--- src/rtl/masked_rect_region_stats_unit_defines.svh ---
// Assertion macros shared by the block's RTL.
`ifndef MASKED_RECT_REGION_STATS_UNIT_DEFINES_SVH
`define MASKED_RECT_REGION_STATS_UNIT_DEFINES_SVH

// Same-cycle implication, checked on every rising clock edge out of reset.
`define MRRS_ASSERT_NOW(lbl, clk, rst_n, ante, cons, msg) \
  lbl: assert property (@(posedge clk) disable iff (!rst_n) (ante) |-> (cons)) \
    else $error(msg);

// Next-cycle implication.
`define MRRS_ASSERT_NEXT(lbl, clk, rst_n, ante, cons, msg) \
  lbl: assert property (@(posedge clk) disable iff (!rst_n) (ante) |=> (cons)) \
    else $error(msg);

`endif

--- src/rtl/mrrs_pkg.sv ---
package mrrs_pkg;

  localparam int MAX_WIDTH  = 4096;
  localparam int MAX_HEIGHT = 4096;

  localparam int SAMPLE_W = 16;
  localparam int COUNT_W  = 25;
  localparam int SUM_W    = 41;
  localparam int COL_W    = 12;
  localparam int ROW_W    = 12;
  localparam int RLEN_W   = 13;
  localparam int CFG_W    = 24;
  localparam int DIFF_W   = 18;
  localparam int PROD_W   = 42;
  localparam int QSUM_W   = 43;
  localparam int DIVD_W   = 40;

  localparam logic [COUNT_W-1:0]        COUNT_FULL = '1;
  localparam logic signed [QSUM_W-1:0]  UNIT_Q24   = QSUM_W'(64'sd16777216);
  localparam logic signed [SAMPLE_W-1:0] SAMPLE_MAX = 16'sh7fff;
  localparam logic signed [SAMPLE_W-1:0] SAMPLE_MIN = 16'sh8000;
  localparam logic [RLEN_W-1:0] RLEN_MAX = RLEN_W'(MAX_WIDTH);
  localparam logic [ROW_W-1:0]  ROW_LAST = ROW_W'(MAX_HEIGHT - 1);

  localparam int QDEPTH = 4;
  localparam int QPTR_W = 2;
  localparam int QCNT_W = 3;

  localparam int DIV_STEPS  = DIVD_W;
  localparam int DIV_STEP_W = 6;

  // Configuration register indexes.
  localparam logic [2:0] REG_CENTER_X   = 3'd0;
  localparam logic [2:0] REG_CENTER_Y   = 3'd1;
  localparam logic [2:0] REG_COEF_XX    = 3'd2;
  localparam logic [2:0] REG_COEF_XY    = 3'd3;
  localparam logic [2:0] REG_COEF_YX    = 3'd4;
  localparam logic [2:0] REG_COEF_YY    = 3'd5;
  localparam logic [2:0] REG_INVERT     = 3'd6;
  localparam logic [2:0] REG_ROW_LENGTH = 3'd7;

  typedef struct packed {
    logic signed [16:0]       center_x;
    logic signed [16:0]       center_y;
    logic signed [CFG_W-1:0]  coef_xx;
    logic signed [CFG_W-1:0]  coef_xy;
    logic signed [CFG_W-1:0]  coef_yx;
    logic signed [CFG_W-1:0]  coef_yy;
    logic                     invert;
    logic [RLEN_W-1:0]        row_length;
  } cfg_t;

  // Frame totals handed from the pixel pipeline to the divider.
  typedef struct packed {
    logic [COUNT_W-1:0]         count;
    logic signed [SAMPLE_W-1:0] min;
    logic signed [SAMPLE_W-1:0] max;
    logic signed [SUM_W-1:0]    sum;
  } stats_rec_t;

endpackage

--- src/rtl/mrrs_stats_if.sv ---
interface mrrs_stats_if import mrrs_pkg::*; ();
  logic                       valid;
  logic                       ready;
  logic [COUNT_W-1:0]         pixel_count;
  logic signed [SAMPLE_W-1:0] minimum;
  logic signed [SAMPLE_W-1:0] maximum;
  logic signed [SAMPLE_W-1:0] mean;

  modport source (output valid, pixel_count, minimum, maximum, mean, input ready);
  modport sink (input valid, pixel_count, minimum, maximum, mean, output ready);
endinterface

--- src/rtl/mrrs_divider.sv ---
module mrrs_divider import mrrs_pkg::*; (
  input  logic        clk_i,
  input  logic        rst_ni,
  input  stats_rec_t  rec_i,
  input  logic        empty_i,
  output logic        pop_o,
  mrrs_stats_if.source res_o
);

  localparam logic [1:0] ST_IDLE = 2'd0;
  localparam logic [1:0] ST_BUSY = 2'd1;
  localparam logic [1:0] ST_DONE = 2'd2;

  logic [1:0] state_q, state_d;
  logic [DIV_STEP_W-1:0] step_q;
  logic [DIVD_W-1:0] quo_q;
  logic [COUNT_W-1:0] rem_q, cnt_q;
  logic signed [SAMPLE_W-1:0] min_q, max_q, mean_q;
  logic neg_q;
  logic [COUNT_W:0] trial, diff;
  logic fits;
  logic [DIVD_W-1:0] mag;

  assign pop_o = (state_q == ST_IDLE) && !empty_i;

  // Magnitude of the sum is below 2^40 since the count saturates below 2^25.
  assign mag = DIVD_W'(rec_i.sum[SUM_W-1] ? -rec_i.sum : rec_i.sum);

  // Restoring division of the sum magnitude by the count, one bit per cycle.
  assign trial = {rem_q, quo_q[DIVD_W-1]};
  assign diff  = trial - {1'b0, cnt_q};
  assign fits  = trial >= {1'b0, cnt_q};

  always_comb begin
    state_d = state_q;
    case (state_q)
      ST_IDLE: begin
        if (!empty_i) begin
          state_d = ST_BUSY;
        end
      end
      ST_BUSY: begin
        if (step_q == DIV_STEP_W'(DIV_STEPS - 1)) begin
          state_d = ST_DONE;
        end
      end
      ST_DONE: begin
        if (res_o.ready) begin
          state_d = ST_IDLE;
        end
      end
      default: state_d = ST_IDLE;
    endcase
  end

  always_ff @(posedge clk_i or negedge rst_ni) begin
    if (!rst_ni) begin
      state_q <= ST_IDLE;
    end else begin
      state_q <= state_d;
    end
  end

  always_ff @(posedge clk_i) begin
    if (pop_o) begin
      cnt_q  <= rec_i.count;
      min_q  <= rec_i.min;
      max_q  <= rec_i.max;
      neg_q  <= rec_i.sum[SUM_W-1];
      quo_q  <= mag;
      rem_q  <= '0;
      step_q <= '0;
    end else if (state_q == ST_BUSY) begin
      rem_q  <= fits ? diff[COUNT_W-1:0] : trial[COUNT_W-1:0];
      quo_q  <= {quo_q[DIVD_W-2:0], fits};
      step_q <= step_q + DIV_STEP_W'(1);
    end
    if (state_q == ST_BUSY && state_d == ST_DONE) begin
      // The last quotient bit lands this cycle, so form the mean from it here.
      if (cnt_q == '0) begin
        mean_q <= '0;
      end else if (neg_q) begin
        mean_q <= -$signed({quo_q[SAMPLE_W-2:0], fits});
      end else begin
        mean_q <= $signed({quo_q[SAMPLE_W-2:0], fits});
      end
    end
  end

  assign res_o.valid       = state_q == ST_DONE;
  assign res_o.pixel_count = cnt_q;
  assign res_o.minimum     = min_q;
  assign res_o.maximum     = max_q;
  assign res_o.mean        = mean_q;

endmodule
--- src/flat_wrapper.sv ---
// flat-port wrapper written by rule: the top's interface ports become plain ports
module mrrs_divider_flat import mrrs_pkg::*;
  (clk_i, rst_ni, rec_i, empty_i, pop_o, res_o_valid, res_o_pixel_count, res_o_minimum, res_o_maximum, res_o_mean, res_o_ready);
  mrrs_stats_if res_o_i ();
  input  logic clk_i;
  input  logic rst_ni;
  input  stats_rec_t rec_i;
  input  logic empty_i;
  output logic pop_o;
  output wire logic [$bits(res_o_i.valid)-1:0] res_o_valid;
  output wire logic [$bits(res_o_i.pixel_count)-1:0] res_o_pixel_count;
  output wire logic [$bits(res_o_i.minimum)-1:0] res_o_minimum;
  output wire logic [$bits(res_o_i.maximum)-1:0] res_o_maximum;
  output wire logic [$bits(res_o_i.mean)-1:0] res_o_mean;
  input wire logic [$bits(res_o_i.ready)-1:0] res_o_ready;
  assign res_o_valid = res_o_i.valid;
  assign res_o_pixel_count = res_o_i.pixel_count;
  assign res_o_minimum = res_o_i.minimum;
  assign res_o_maximum = res_o_i.maximum;
  assign res_o_mean = res_o_i.mean;
  assign res_o_i.ready = res_o_ready;
  mrrs_divider u_core (.clk_i(clk_i), .rst_ni(rst_ni), .rec_i(rec_i), .empty_i(empty_i), .pop_o(pop_o), .res_o(res_o_i));
endmodule
--- config.mk ---
export PLATFORM = sky130hd
export DESIGN_NAME = mrrs_divider_flat
export DESIGN_NICKNAME = d
export VERILOG_FILES = /design/src/rtl/masked_rect_region_stats_unit_defines.svh /design/src/rtl/mrrs_pkg.sv /design/src/rtl/mrrs_stats_if.sv /design/src/rtl/mrrs_divider.sv /design/src/flat_wrapper.sv
export SDC_FILE = /design/constraint.sdc
export NUM_CORES = 1
export LEC_CHECK = 0
export ABC_AREA = 1
export BUFFER_PORTS_ARGS = -buffer_cell sky130_fd_sc_hd__buf_4
export CORE_UTILIZATION = 40
export CTS_CLUSTER_SIZE = 20
export DETAILED_ROUTE_END_ITERATION = 10
export SYNTH_ARGS = -nofsm -noshare
export SYNTH_HDL_FRONTEND = slang
export SYNTH_SLANG_ARGS = --single-unit
--- constraint.sdc ---
create_clock -name clk_i -period 4.05 [get_ports clk_i]
set_clock_uncertainty 0.2 [all_clocks]
set_input_delay 0.6075 -clock clk_i [delete_from_list [all_inputs] [get_ports clk_i]]
set_output_delay 0.6075 -clock clk_i [all_outputs]
set_load 0.02 [all_outputs]
After elaboration in Yosys (flattened, before gate mapping)
Cells that the tools add are included.
{"block": "classes", "n_eq_ne": 4, "n_reduce_logical": 6, "mux": 9, "addsub": 4, "n_lt_le_gt_ge": 1}
{"cell": "$mux W40", "n": 3}
{"cell": "$neg A40 Y40", "n": 1}
{"cell": "$ge A26 B25 Y1", "n": 1}
{"cell": "$logic_not A25 Y1", "n": 1}
{"cell": "$mux W25", "n": 1}
{"cell": "$sub A25 B25 Y25", "n": 1}
{"cell": "$mux W16", "n": 1}
{"cell": "$neg A16 Y16", "n": 1}
{"cell": "$add A6 B1 Y6 const B", "n": 1}
{"cell": "$eq A6 B6 Y1 const B", "n": 1}
{"cell": "$mux W2", "n": 3}
{"cell": "$pmux W2 S3", "n": 1}
{"cell": "$eq A2 B2 Y1 const B", "n": 2}
{"cell": "$eq A2 B1 Y1 const B", "n": 1}
{"cell": "$logic_and A1 B1 Y1", "n": 2}
{"cell": "$logic_not A2 Y1", "n": 1}
{"cell": "$reduce_bool A2 Y1", "n": 1}
{"cell": "$logic_not A1 Y1", "n": 1}
{"block": "totals", "input_bits": 102, "reg_bits": 147, "elab_cells": 33}

Longest topological paths before layout
{"block": "depth", "word_depth": 5, "mapped_depth": 21, "mapped_depth_nobuf": 21}

Least setup slack after synthesis
Ideal clock, no wire load.
{"block": "synth_timing", "path_kind": "in2out", "start": "input port empty_i", "end": "output port pop_o", "path_buffers": 1, "arrival_ns": 2.975, "cell_stages": 2, "slack_ns": 0.267, "required_time_ns": 3.242, "cell_sequence": "nor3_2 > clkbuf_1"}
{"block": "synth_via", "elab_chain_cells": 2}
{"element": "from (decl)", "line": "flat_wrapper.sv:8", "text": "input logic empty_i;"}
{"element": "$logic_not A1 Y1", "line": "mrrs_divider.sv:24", "text": "assign pop_o = (state_q == ST_IDLE) && !empty_i;"}
{"element": "$logic_and A1 B1 Y1", "line": "mrrs_divider.sv:24"}
{"element": "to (decl)", "line": "flat_wrapper.sv:9", "text": "output logic pop_o;"}
Every way passes these cells.

Final worst setup path
{"block": "layout_timing", "start": "register u_core.cnt_q[13], in the netlist u_core.res_o.pixel_count[13]", "end": "register u_core.mean_q[14], in the netlist u_core.res_o.mean[14], data pin"}
{"block": "layout_via", "elab_chain_cells": 3, "elab_cells_between_ends": 4}
{"element": "from (decl)", "line": "mrrs_divider.sv:17", "text": "logic [COUNT_W-1:0] rem_q, cnt_q;"}
{"element": "from (signal assigned)", "line": "mrrs_divider.sv:66", "text": "cnt_q <= rec_i.count;"}
{"element": "$ge A26 B25 Y1", "line": "mrrs_divider.sv:32", "text": "assign fits = trial >= {1'b0, cnt_q};"}
{"element": "$neg A16 Y16", "line": "mrrs_divider.sv:83", "text": "mean_q <= -$signed({quo_q[SAMPLE_W-2:0], fits});"}
{"element": "$mux W16", "line": "mrrs_divider.sv:82", "text": "end else if (neg_q) begin"}
{"element": "to (signal assigned)", "line": "mrrs_divider.sv:83"}
{"element": "to (signal assigned)", "line": "mrrs_divider.sv:85", "text": "mean_q <= $signed({quo_q[SAMPLE_W-2:0], fits});"}
{"element": "to (decl)", "line": "mrrs_divider.sv:18", "text": "logic signed [SAMPLE_W-1:0] min_q, max_q, mean_q;"}
Several ways; a longest one is shown, not always the timed one.
A chain may end at the register's enable or synchronous reset.

==> run metrics <==
Rows 54; max-cap violation count 0; #FFs+latches synth between 100 and 150; most frequent cells in the layout nand2_1 (276), buf_4 (182), inv_1 (145), edfxtp_1 (114), nor2_1 (106); Synth Area in Adders 0.0413; mux contribution to synthesized area 0; All-Layer GR Usage 0.212; Worst Hold Class input pin to flop; Leak Pwr 0.00503 µW; Post-synth EDFFs 114; post-route setup TNS 0 ns; synth unique cells 52; first-pass GRT wire length 37700 µm; met2 Use GR 0.338; worst endpoint required time 4.13 ns; Critical Path AT 3.59 ns; Routed Antenna Nets 0; largest family of logic cells by synthesized area simple AND/OR/NAND/NOR gates; Seq/Total Area, Yosys 0.457; total die area 23000 µm²; Setup WS post-layout approximately 0.54 ns; Mapped Area around 9000 µm²; Compound-Gate Fraction of Synth Area 0.114; run status finished clean; worst r2r path cells 18; CP endpoint kind flop; Reg power frac 0.335; initial antenna violation count 0; WL/cell 14.6 µm; clock latency on the worst-skew pair 0.43 ns; # port buffers 176; largest net degree at the start of global routing 65; most common cell after layout, fill and taps aside nand2_1; final setup violation count 0; Synth Area in XOR/XNOR 0.0342; gpl congestion 0.959; RSZ-0062 raised after global routing false; Post-Synth Simple-Gate Area 0.271; Hold WS 0.142 ns; most used routing layer met2; Max clock buf depth 2; peak supply drop 0.352 mV; Net Switching 3290 µW; die width 152 µm; Ant. Diodes 0; YS warnings 0; Setup Crit Path Kind flop to flop; Worst Tran Pin Value 0.807 ns; Cells after Synth 1118; cell area after layout 11100 µm²; Synth Area per Inst approximately 8.0 µm²; root buffer selected by CTS clkbuf_16; area delta synth->final 24.3%; final wirelength 23100 µm; 1st-pass router iterations 5; logic gate share of total power 0.460; DRC viols 0; Final Critical Period 3.51 ns; CTS resizes 0; clock network fraction of total power 0.205; Clock transition at path regs 0.08 ns; Setup crit start kind flop; Final period util 0.866; async set-reset flop share out of synthesis 0.0136; Cell Int Power 4450 µW; Slew headroom 0.462; Die Ht 152 µm; DR vias just under 8000; hold path cells 1; switching part of the total power 0.425; CTS tree yes; crit-path max FO 10; nets 1421; initial core utilization 0.410; syn_nets about 1200; grt ovf 0; vias in the first global route 7461; top_reg_cell synth edfxtp_1; Final Max Slew Viols 0; routing usage on met1 0.288; H-tree depth 4; hpwl dp 17400 µm; met3 Track Usage GR 0.0446; Power Density 695 nW/µm²; Core ar. between 20000 and 25000 µm²; Placed Area around 11000 µm²; boundary pin count approximately 180; clock sinks 147; CTS Buf Count 17; final hold vios 0; pre-CTS setup slack about 0.58 ns; initial DRC count ~410; Pwr Total 7740 µW; Fmax achieved around 280 MHz; Via density 4.94; ratio of cells with drive above 1 in the final layout 0.210
## power groups by stage
stage               sequential, µW  combinational, µW  clock, µW
CTS                           2590               3570       1630
global route                  2660               4050       1690
global placement              2610               3530          0
detailed placement            2620               3550          0
finish                        2590               3560       1590
floorplan                     2630               2670          0
## through the flow
step	util	instances
2_1_floorplan	-	1118
3_3_place_gp	0.481	1550
3_5_place_dp	0.481	1550
4_1_cts	0.509	1583
5_1_grt	0.509	1583
6_report	0.509	1583
## state kept, by name, summed over array words and instances, names as in the netlist
name	cells
u_core.res_o.maximum	16
u_core.rem_q	25
u_core.neg_q	1
u_core.step_q	6
u_core.res_o.mean	16
u_core.res_o.pixel_count	25
u_core.res_o.minimum	16
u_core.quo_q	40
u_core.state_q	2
## synthesized netlist by cell type (all sizes together) (2+ instances only)
cell type  count  area, µm²
ha            28        350
dfxtp         31        621
nor3          20        110
clkinv         2       7.51
a21oi         73        414
inv          152        571
clkbuf        23       86.3
o21ai         62        314
dfrtp          2       50.1
nand4         18        113
o21bai         9       67.6
xnor2         12        105
nor2         116        482
nand3         86        445
nand2        284       1090
edfxtp       114       3420
buf            7       77.6
nand3b         3       22.5
xor2          23        201
nor4           9       62.6
a31oi          9       56.3
o211ai        10        115
o31ai          3       22.5
or2           13       81.3
## per-layer routing
layer	wire, µm	vias up
li1	-	4068
met1	10900	3531
met2	10700	193
met3	1210	27
met4	377	0
met5	0	-
## cell type report
cell class | instances | area [µm²]
fill | 2220 | 10800
multi-input combinational | 787 | 4140
sequential | 147 | 4090
timing repair buffer | 183 | 1380
inverter | 154 | 578
clock buffer | 17 | 425
tap | 280 | 350
clock inverter | 15 | 178
## cell families (layout without fill, tap and decap cells)
logic type,after synthesis,count (layout)
compound gates,170,170
xor+xnor,35,35
fa+ha+maj,29,29
buf+inv,184,369
flops,147,147
simple gates,553,553
## what timing repair did
action / 4_1_cts / 5_1_grt
hold buffers: 1 / 0
hold endpoints to repair: 2 / 0
buffers inserted: 0 / 0
## worst max-delay path, stage by stage, from the launching register on
cell      delay (ns)
edfxtp_1        0.40
inv_1           0.15
ha_1            0.32
a21oi_2         0.22
nand2_2         0.09
nand2_1         0.10
nand2_1         0.08
nand2_1         0.08
nand3_2         0.13
nor2_8          0.18
ha_1            0.18
inv_1           0.05
nor3_1          0.18
inv_1           0.06
nor3_1          0.27
nand4_1         0.19
o21ai_0         0.25
o21ai_0         0.10
a21oi_1         0.13
## final timing paths
| kind | from | endpoint | slack [ns] |
|---|---|---|---|
| setup reg to reg | u_core.res_o.pixel_count[13]$_DFFE_PP_ | u_core.res_o.mean[14]$_SDFFCE_PN0P_ | 0.54 |
| setup / recovery | u_core.res_o.pixel_count[13]$_DFFE_PP_ | u_core.res_o.mean[14]$_SDFFCE_PN0P_ | 0.54 |
| min in group asynchronous | rst_ni | u_core.state_q[1]$_DFF_PN0_ | 0.32 |
| max in group asynchronous | rst_ni | u_core.state_q[0]$_DFF_PN0_ | 3.24 |
| hold / removal | rec_i[67] | u_core.res_o.minimum[10]$_DFFE_PP_ | 0.14 |
| hold reg to reg | u_core.step_q[5]$_SDFFE_PP0P_ | u_core.step_q[5]$_SDFFE_PP0P_ | 0.27 |
Power figures use the tool's default switching activity.
