## config.mk

```make
export PLATFORM = sky130hd
export DESIGN_NAME = mrrs_queue
export DESIGN_NICKNAME = d
export VERILOG_FILES = /design/src/rtl/masked_rect_region_stats_unit_defines.svh /design/src/rtl/mrrs_pkg.sv /design/src/rtl/mrrs_queue.sv
export SDC_FILE = /design/constraint.sdc
export NUM_CORES = 1
export LEC_CHECK = 0
export BUFFER_PORTS_ARGS = -buffer_cell sky130_fd_sc_hd__buf_2
export CORE_MARGIN = 2
export CORE_UTILIZATION = 36
export CTS_CLUSTER_SIZE = 14
export DETAILED_ROUTE_END_ITERATION = 10
export PLACE_DENSITY = 0.6
export REMOVE_ABC_BUFFERS = 1
export SYNTH_ARGS = -nofsm -noshare
export SYNTH_HDL_FRONTEND = slang
export SYNTH_SLANG_ARGS = --single-unit
```

## constraint.sdc

```tcl
create_clock -name clk_i -period 8.7 [get_ports clk_i]
set_input_delay 2.175 -clock clk_i [delete_from_list [all_inputs] [get_ports clk_i]]
set_output_delay 2.175 -clock clk_i [all_outputs]
set_load 0.1 [all_outputs]
```

## src/rtl/masked_rect_region_stats_unit_defines.svh

```systemverilog
// Assertion macros shared by the block's RTL.
`ifndef MASKED_RECT_REGION_STATS_UNIT_DEFINES_SVH
`define MASKED_RECT_REGION_STATS_UNIT_DEFINES_SVH

// Same-cycle implication, checked on every rising clock edge out of reset.
`define MRRS_ASSERT_NOW(lbl, clk, rst_n, ante, cons, msg) \
  lbl: assert property (@(posedge clk) disable iff (!rst_n) (ante) |-> (cons)) \
    else $error(msg);

// Next-cycle implication.
`define MRRS_ASSERT_NEXT(lbl, clk, rst_n, ante, cons, msg) \
  lbl: assert property (@(posedge clk) disable iff (!rst_n) (ante) |=> (cons)) \
    else $error(msg);

`endif

```

## src/rtl/mrrs_pkg.sv

```systemverilog
package mrrs_pkg;

  localparam int MAX_WIDTH  = 4096;
  localparam int MAX_HEIGHT = 4096;

  localparam int SAMPLE_W = 16;
  localparam int COUNT_W  = 25;
  localparam int SUM_W    = 41;
  localparam int COL_W    = 12;
  localparam int ROW_W    = 12;
  localparam int RLEN_W   = 13;
  localparam int CFG_W    = 24;
  localparam int DIFF_W   = 18;
  localparam int PROD_W   = 42;
  localparam int QSUM_W   = 43;
  localparam int DIVD_W   = 40;

  localparam logic [COUNT_W-1:0]        COUNT_FULL = '1;
  localparam logic signed [QSUM_W-1:0]  UNIT_Q24   = QSUM_W'(64'sd16777216);
  localparam logic signed [SAMPLE_W-1:0] SAMPLE_MAX = 16'sh7fff;
  localparam logic signed [SAMPLE_W-1:0] SAMPLE_MIN = 16'sh8000;
  localparam logic [RLEN_W-1:0] RLEN_MAX = RLEN_W'(MAX_WIDTH);
  localparam logic [ROW_W-1:0]  ROW_LAST = ROW_W'(MAX_HEIGHT - 1);

  localparam int QDEPTH = 4;
  localparam int QPTR_W = 2;
  localparam int QCNT_W = 3;

  localparam int DIV_STEPS  = DIVD_W;
  localparam int DIV_STEP_W = 6;

  // Configuration register indexes.
  localparam logic [2:0] REG_CENTER_X   = 3'd0;
  localparam logic [2:0] REG_CENTER_Y   = 3'd1;
  localparam logic [2:0] REG_COEF_XX    = 3'd2;
  localparam logic [2:0] REG_COEF_XY    = 3'd3;
  localparam logic [2:0] REG_COEF_YX    = 3'd4;
  localparam logic [2:0] REG_COEF_YY    = 3'd5;
  localparam logic [2:0] REG_INVERT     = 3'd6;
  localparam logic [2:0] REG_ROW_LENGTH = 3'd7;

  typedef struct packed {
    logic signed [16:0]       center_x;
    logic signed [16:0]       center_y;
    logic signed [CFG_W-1:0]  coef_xx;
    logic signed [CFG_W-1:0]  coef_xy;
    logic signed [CFG_W-1:0]  coef_yx;
    logic signed [CFG_W-1:0]  coef_yy;
    logic                     invert;
    logic [RLEN_W-1:0]        row_length;
  } cfg_t;

  // Frame totals handed from the pixel pipeline to the divider.
  typedef struct packed {
    logic [COUNT_W-1:0]         count;
    logic signed [SAMPLE_W-1:0] min;
    logic signed [SAMPLE_W-1:0] max;
    logic signed [SUM_W-1:0]    sum;
  } stats_rec_t;

endpackage

```

## src/rtl/mrrs_queue.sv

```systemverilog
module mrrs_queue import mrrs_pkg::*; (
  input  logic              clk_i,
  input  logic              rst_ni,
  input  logic              push_i,
  input  stats_rec_t        rec_i,
  input  logic              pop_i,
  output stats_rec_t        rec_o,
  output logic              empty_o,
  output logic [QCNT_W-1:0] free_o
);

  stats_rec_t entry_q [QDEPTH];
  logic [QPTR_W-1:0] wr_q, rd_q;
  logic [QCNT_W-1:0] cnt_q;

  assign rec_o   = entry_q[rd_q];
  assign empty_o = cnt_q == '0;
  assign free_o  = QCNT_W'(QDEPTH) - cnt_q;

  always_ff @(posedge clk_i or negedge rst_ni) begin
    if (!rst_ni) begin
      wr_q  <= '0;
      rd_q  <= '0;
      cnt_q <= '0;
    end else begin
      if (push_i) begin
        wr_q <= wr_q + QPTR_W'(1);
      end
      if (pop_i) begin
        rd_q <= rd_q + QPTR_W'(1);
      end
      if (push_i && !pop_i) begin
        cnt_q <= cnt_q + QCNT_W'(1);
      end else if (pop_i && !push_i) begin
        cnt_q <= cnt_q - QCNT_W'(1);
      end
    end
  end

  always_ff @(posedge clk_i) begin
    if (push_i) begin
      entry_q[wr_q] <= rec_i;
    end
  end

endmodule

```

* Word-level counts from Yosys, hierarchy flattened *
Memories as Yosys holds them, arrays and structs flattened.
Index checks and enable logic that the tools add are counted.

operators by class
  bitwise operators = 0
  add/sub/neg operators = 5
  equality and inequality tests = 0
  div/mod/pow operators = 0
  $mul = 0
  magnitude comparators = 0
  reduce and logical (&&, ||, !) cells = 6
  shifts and indexed selects = 0
  multiplexer cells = 4

operator list
  operator                                           count
  two-way mux 3 bit                                  2
  adder 2 x 1 -> 2 bit (second input constant)       2
  adder 3 x 1 -> 3 bit (second input constant)       1
  logical NOT 3 bit                                  1
  subtractor 3 x 1 -> 3 bit (second input constant)  1
  subtractor 3 bit (first input constant)            1
  logical AND 1 bit                                  2
  logical NOT 1 bit                                  2
  two-way mux 1 bit                                  2
  nonzero test 2 bit                                 1

storage, ports and cells
  input bits = 102
  memories kept = 1
  logic and storage cells = 19
  bits in writable memories = 392
  bits in registers = 7
  output and inout bits = 102
  bits in read-only memories = 0
  latch bits = 0

memories
  name     words  bits a word  read ports  clocked after memory_dff  wr ports  line              RTL
  entry_q  4      98           1           0                         1         mrrs_queue.sv:12  stats_rec_t entry_q [QDEPTH];

* Longest topological paths before layout *
Gate-level depths: netlist of the first run.

  depth after elaboration = 4
  gate-level depth with buffers = 7
  mapped depth without buffers = 7

* Least setup slack after synthesis of the first run *
Ideal clock, no wire load.

  kind = input to register
  start = input push_i
  end = memory entry_q[1][0] in the netlist's numbering (enable)
  stages = 1
  path slack = 3.793 ns
  data required time = 8.232 ns
  setup time = 0.468 ns
  path buffers = 0
  arrival time = 4.439 ns
  cell sequence = and2_1

between the ends
  cells in the longest elaborated chain, start to end = 2

RTL lines
  element                                  line              RTL
  from (decl)                              mrrs_queue.sv:4   input logic push_i,
  two-way mux 1 bit                        mrrs_queue.sv:41  if (push_i) begin
  two-way mux 1 bit (implied by the code)  mrrs_queue.sv:42  entry_q[wr_q] <= rec_i;
  to (decl)                                mrrs_queue.sv:12

Every way passes these cells.

==> metrics.cfg, run 1 <==
[status]
outcome=completed

[yosys]
syn-instance-count=551
synth_xor_area_share_pct=0.358
ys_types=17
ys_seq_area_share_pct=81.4
postSynthAreaPerCell_um2=26.6
ys_ff_latch=399
synth_area_um2=14700
synth_warnings=0
synth-adder-area-share_pct=0.733
yosys.area_share.simple_pct=0.247
synth_top_family_by_area=multiplexers
synth.area.mux_share_pct=15.1
synth_compound_area_share_pct=0.0341

[timing]
timing.fmax_mhz=189
setup_violations=0
worst_slack_ns=3.41
relSlewSlack_pct=42.0
report.final.hold_viol_count=0
final.setup_skew_ns=0.0138
finalSetupTns_ns=0
fin_crit_sh_pct=60.8
rsz0062_at_grt=no
maxSlewViolCount=0
worstMarginPinSlew_ns=0.869
fin_crit_ns=5.29

[cts]
cts_setup_buffers=0
cts_tree=built
cts_buffers=42
root_buffer=clkbuf_16
h-tree-depth=2
postCtsHoldBufs=0
ctsResizeCount=0
cts_buffer_depth=3
insertion_delay_ns=0.55
clk_pin_slew_ns=0.06
cts_sinks=399

[global_route]
antenna_found_initial=4
top_usage_layer=met2
met3_usage_pct=3.80
use_met1_pct=17.8
overflow=0
grt_pass1_vias=6939
grtUsageMet2_pct=21.5
grt.total_usage_pct=13.4
grt_max_degree=57
grt_pass1_wl_um=41800

[floorplan]
die_w_um=206
ios=204
die_h_um=206
core_um2=40000
rows=73
start_util_pct=36.7
dieArea_um2=42400

[worst_setup_path]
crit_fanout=37
end_kind=primary output
crit_required_ns=6.53
reg2regPathDepth=4
crit_type=flop to primary output
r2r_slack_ns=6.20
crit_arrival_ns=3.11
r2r-end=entry_q[0][90]
critPathLaunchType=flop
rr_startpoint=wr_q[0]

[drt]
via_per_inst=4.82
wire_per_inst_um=20.6
wirelength_um=27600
final_antenna_net_count=0
drc=0
first_pass_iters=6
dr_total_vias=6460
drt_iter0_drc=287

[job]
maxCapViolCount=0

[finish]
area_growth_pct=18.7
nets=892
drive_above_1_share_pct=45.5
fill_cells=3457
finalNonFillerCells=1340

[placement]
dp_worst_setup_slack_ns=3.83
gp_congestion=0.671
numPortBuffers=203
dp_cells=1263
dp_hpwl_um=16100

[worst_hold_path]
hp-class=flop to flop
hold_end=wr_q[0]
hold_start=wr_q[0]
holdPathStages=1

[cells in the final DEF (no fill, tap or decap), drive strengths merged]
master      n
xnor2       3
mux4       98
o21ai       1
ha          7
clkinv     18
nor2        1
inv         9
xor2        3
diode       1
clkinvlp    1
fa          1
mux2        1
dfrtp       7
and2        4
clkbuf     54
buf       210
nand2       2
bufinv      2
edfxtp    392
[Yosys cell counts (all sizes together)]
| cell type | count | area [um2] |
|---|---|---|
| mux2 | 1 | 11.3 |
| nand2 | 2 | 7.51 |
| xor2 | 3 | 26.3 |
| inv | 8 | 30.0 |
| nor2 | 1 | 3.75 |
| mux4 | 98 | 2210 |
| buf | 23 | 277 |
| ha | 7 | 87.6 |
| dfrtp | 7 | 175 |
| edfxtp | 392 | 11800 |
| fa | 1 | 20.0 |
| xnor2 | 3 | 26.3 |
| and2 | 4 | 25.0 |
| o21ai | 1 | 5.00 |
[critical path, stage by stage, from the launching register on]
cell and delay [ns]:
dfrtp_4 0.88, buf_4 0.73, mux4_2 0.63, buf_2 0.31
[cell type report]
| type | count | area (um2) | share of cell area (%) |
|---|---|---|---|
| inverter | 8 | 30.0 | 0.172 |
| tap | 525 | 657 | 3.77 |
| multi-input combinational | 121 | 2430 | 13.9 |
| antenna | 1 | 2.50 | 0.0144 |
| timing repair buffer | 210 | 1070 | 6.13 |
| clock inverter | 22 | 161 | 0.927 |
| sequential | 399 | 12000 | 68.6 |
| clock buffer | 54 | 1120 | 6.41 |
[routing by layer]
metal | part of all wire [%] | wire, um
met1 | 43 | 12000
met2 | 48 | 13400
met3 | 5.8 | 1600
met4 | 2.1 | 593
met5 | 0.13 | 35
[stage by stage]
step / hold WS [ns] / area (um2) / utilization (%)
floorplan: 0.491 / 14400 / -
global placement: 0.526 / 16100 / 40.3
CTS: 0.536 / 17400 / 43.5
global route: 0.563 / 17400 / 43.5
finish: 0.532 / 17400 / 43.5
detailed placement: 0.527 / 16100 / 40.3
[worst max path at each step]
stage / cells after the start / from / end / slack, ns
floorplan: 1 / rd_q[0] / rec_o[0] / 1.67
global placement: 3 / rd_q[0] / rec_o[68] / 3.83
detailed placement: 3 / rd_q[0] / rec_o[68] / 3.83
CTS: 3 / rd_q[0] / rec_o[68] / 3.21
global route: 3 / rd_q[0] / rec_o[68] / 3.10
finish: 3 / rd_q[0] / rec_o[70] / 3.41
[flip-flops by register name (all words and copies together) (netlist names)]
signal / count
rd_q: 2
entry_q: 392
wr_q: 2
cnt_q: 3
[logic make-up after synthesis]
kind of cell	after synthesis
xor gates and xnor gates	6
buffers and inverters	31
AOI/OAI and AO/OA	1
muxes	99
adders and majority gates	8
DFF	399
and+or+nand+nor	7
Power of run 1 is left out: the tool's default activity adds up to more than one toggle a clock period on the data nets, which glitch-free logic cannot reach.
==> run 2: changes to the inputs <==
Settings changed: ABC_AREA set to 1.
Clock period 8.7 ns to 5 ns, I/O delays scaled along.
==> metrics.cfg, run 2 <==
[cts]
ctsResizeCount=0  ; unchanged
cts_buffers=44  ; +4.8%
root_buffer=clkbuf_16
clk_pin_slew_ns=0.06  ; about the same
postCtsHoldBufs=0  ; unchanged
cts_buffer_depth=3  ; unchanged
cts_sinks=399  ; unchanged
insertion_delay_ns=0.55  ; about the same
cts_tree=built
h-tree-depth=2  ; unchanged
cts_setup_buffers=0  ; unchanged

[yosys]
postSynthAreaPerCell_um2=13.5  ; -49%
synth_warnings=0  ; unchanged
ys_seq_area_share_pct=73.9  ; -7.5 points
ys_types=19  ; +2
ys_ff_latch=399  ; unchanged
synth_top_cells_by_area=edfxtp_1 73%, o211ai_1 8.9%, nand2_1 7.1%, inv_1 4.9%, buf_6 2.8%
yosysTopAreaCell=edfxtp_1
synth_common_cells=392 x edfxtp_1, 305 x nand2_1, 210 x inv_1
synth_top_area_share_pct=72.9  ; -7.4 points
synth_area_um2=16200  ; +10%
yosysMostFrequentCell=edfxtp_1
async_flop_share_pct=1.75  ; unchanged
synth_edf_count=392  ; unchanged
syn-instance-count=1194  ; +120%
yosys_most_used_dff=edfxtp_1

[placement]
numPortBuffers=203  ; unchanged
dp_hpwl_um=18600  ; +15%
dp_worst_setup_slack_ns=1.42  ; -2.41 ns
gp_congestion=0.718  ; +7.0%
dp_cells=1938  ; +53%

[floorplan]
die_w_um=216  ; +4.8%
ios=204  ; unchanged
core_um2=44200  ; +11%
rows=77  ; +5.5%
dieArea_um2=46600  ; +9.9%
die_h_um=216  ; +4.8%
start_util_pct=36.5  ; -0.14 points

[worst_setup_path]
crit_end=rec_o[54]
cp_top_family=buffers and inverters
crit_fanout=65  ; +76%
path_cells=inv_4, buf_12, o211ai_1, nand2_1, buf_2
crit_arrival_ns=2.84  ; -0.27 ns
crit_required_ns=3.75  ; -2.78 ns
cp.depth=5  ; +2
slowest_stage=dfrtp_4
rr_startpoint=wr_q[0]
reg2regPathDepth=5  ; +1
critPathMaxStageDelay_ns=0.70  ; -0.18 ns
crit_type=flop to primary output
r2r-end=entry_q[0][51]
critPathLaunchType=flop
startpoint=rd_q[1]
worst-path-buf-inv=3  ; +1
end_kind=primary output
r2r_slack_ns=2.91  ; -3.29 ns

[finish]
largest-register=entry_q
finalNonFillerCells=2016  ; +50%
drive_above_1_share_pct=20.5  ; -25 points
largest_reg_flops=392  ; unchanged
final_common_cell=edfxtp_1
nets=1502  ; +68%
top_regs=entry_q: 392 flops, cnt_q: 3 flops
final_cell_mix=392 x edfxtp_1, 305 x nand2_1, 206 x inv_1, 203 x buf_2, 191 x o211ai_1
area_growth_pct=16.8

[timing]
worstMarginPinSlew_ns=0.824  ; -0.0455 ns
final.setup_skew_ns=0.0122  ; -0.00152 ns
fin_crit_sh_pct=81.7
report.final.hold_viol_count=0  ; unchanged
timing.fmax_mhz=245
fin_crit_ns=4.09
setup_violations=0  ; unchanged
rsz0062_at_grt=no
maxSlewViolCount=0  ; unchanged
relSlewSlack_pct=45.1  ; +3.0 points
worst_slack_ns=0.913  ; -2.50 ns

[worst_hold_path]
holdPathStages=2  ; +1
hp-class=flop to flop

[global_route]
grt.total_usage_pct=14.1  ; +0.66 points
grt_max_degree=73  ; +28%
antenna_found_initial=4  ; unchanged
grt_pass1_wl_um=51100  ; +22%
overflow=0  ; unchanged
grt_pass1_vias=9210  ; +33%

[status]
outcome=completed

[drt]
drc=0  ; unchanged
wirelength_um=32500  ; +18%
first_pass_iters=4  ; -2
final_antenna_net_count=0  ; unchanged
via_per_inst=4.63  ; -4.0%
dr_total_vias=9335  ; +45%
wire_per_inst_um=16.1  ; -22%
drt_iter0_drc=504  ; +76%

[job]
maxCapViolCount=0  ; unchanged

-- run 2: cell types whose count changed after synthesis, sizes merged, moves of 2 or more --
| cell | delta |
|---|---|
| inv | +203 |
| xnor2 | -2 |
| and2 | -4 |
| o211ai | +196 |
| buf | +42 |
| nand2 | +303 |
| clkbuf | +2 |
| mux4 | -98 |
-- run 2: how the worst min path moves through the flow --
stage / endpoint / from / slack (ns)
after floorplan: cnt_q[2] / cnt_q[2] / 0.44
final: cnt_q[2] / cnt_q[2] / 0.49
after CTS: rd_q[0] / rst_ni / 0.49
after global placement: cnt_q[2] / cnt_q[2] / 0.46
after detailed placement: cnt_q[2] / cnt_q[2] / 0.48
after global routing: cnt_q[0] / rst_ni / 0.50
-- run 2: layout make-up --
cell class / count / area (um2)
fill: 4040 / 25400
sequential: 399 / 12000
multi-input combinational: 517 / 2810
timing repair buffer: 219 / 1250
clock buffer: 50 / 1140
inverter: 211 / 805
tap: 592 / 741
clock inverter: 26 / 163
antenna: 2 / 5.00
-- run 2: metal layers --
layer	track usage, %	part of all wire [%]
met5	0	0.065
met4	3.93	1.8
met3	3.93	5.9
met2	23.4	48
met1	18.1	45
-- run 2: through the flow --
| step | instance area (um2) | hold WS, ns | TNS [ns] | utilization (%) |
|---|---|---|---|---|
| 2_1_floorplan | 15500 | 0.442 | -374.93 | - |
| 3_3_place_gp | 17600 | 0.459 | 0 | 39.7 |
| 3_5_place_dp | 17600 | 0.478 | 0 | 39.7 |
| 4_1_cts | 18900 | 0.486 | 0 | 42.7 |
| 5_1_grt | 18900 | 0.497 | 0 | 42.7 |
| 6_report | 18900 | 0.485 | 0 | 42.7 |
-- run 2: worst register-to-register path, stage by stage (launching register included) --
cell and delay [ns]:
dfrtp_1 0.42, inv_1 0.10, ha_1 0.14, nand2_1 0.08, inv_4 0.56, buf_12 0.41
-- run 2: kinds of logic (layout without fill, tap and decap cells) --
logic type	count (synthesis)	in the layout	synth area share [%]
simple gates	307	307	7.16
fa+ha+maj	8	8	0.666
buf+inv	278	506	8.70
other cells	0	2	0
xor+xnor	4	4	0.217
compound gates	198	198	9.32
flops	399	399	73.9
Power of run 2 is left out for the same reason.
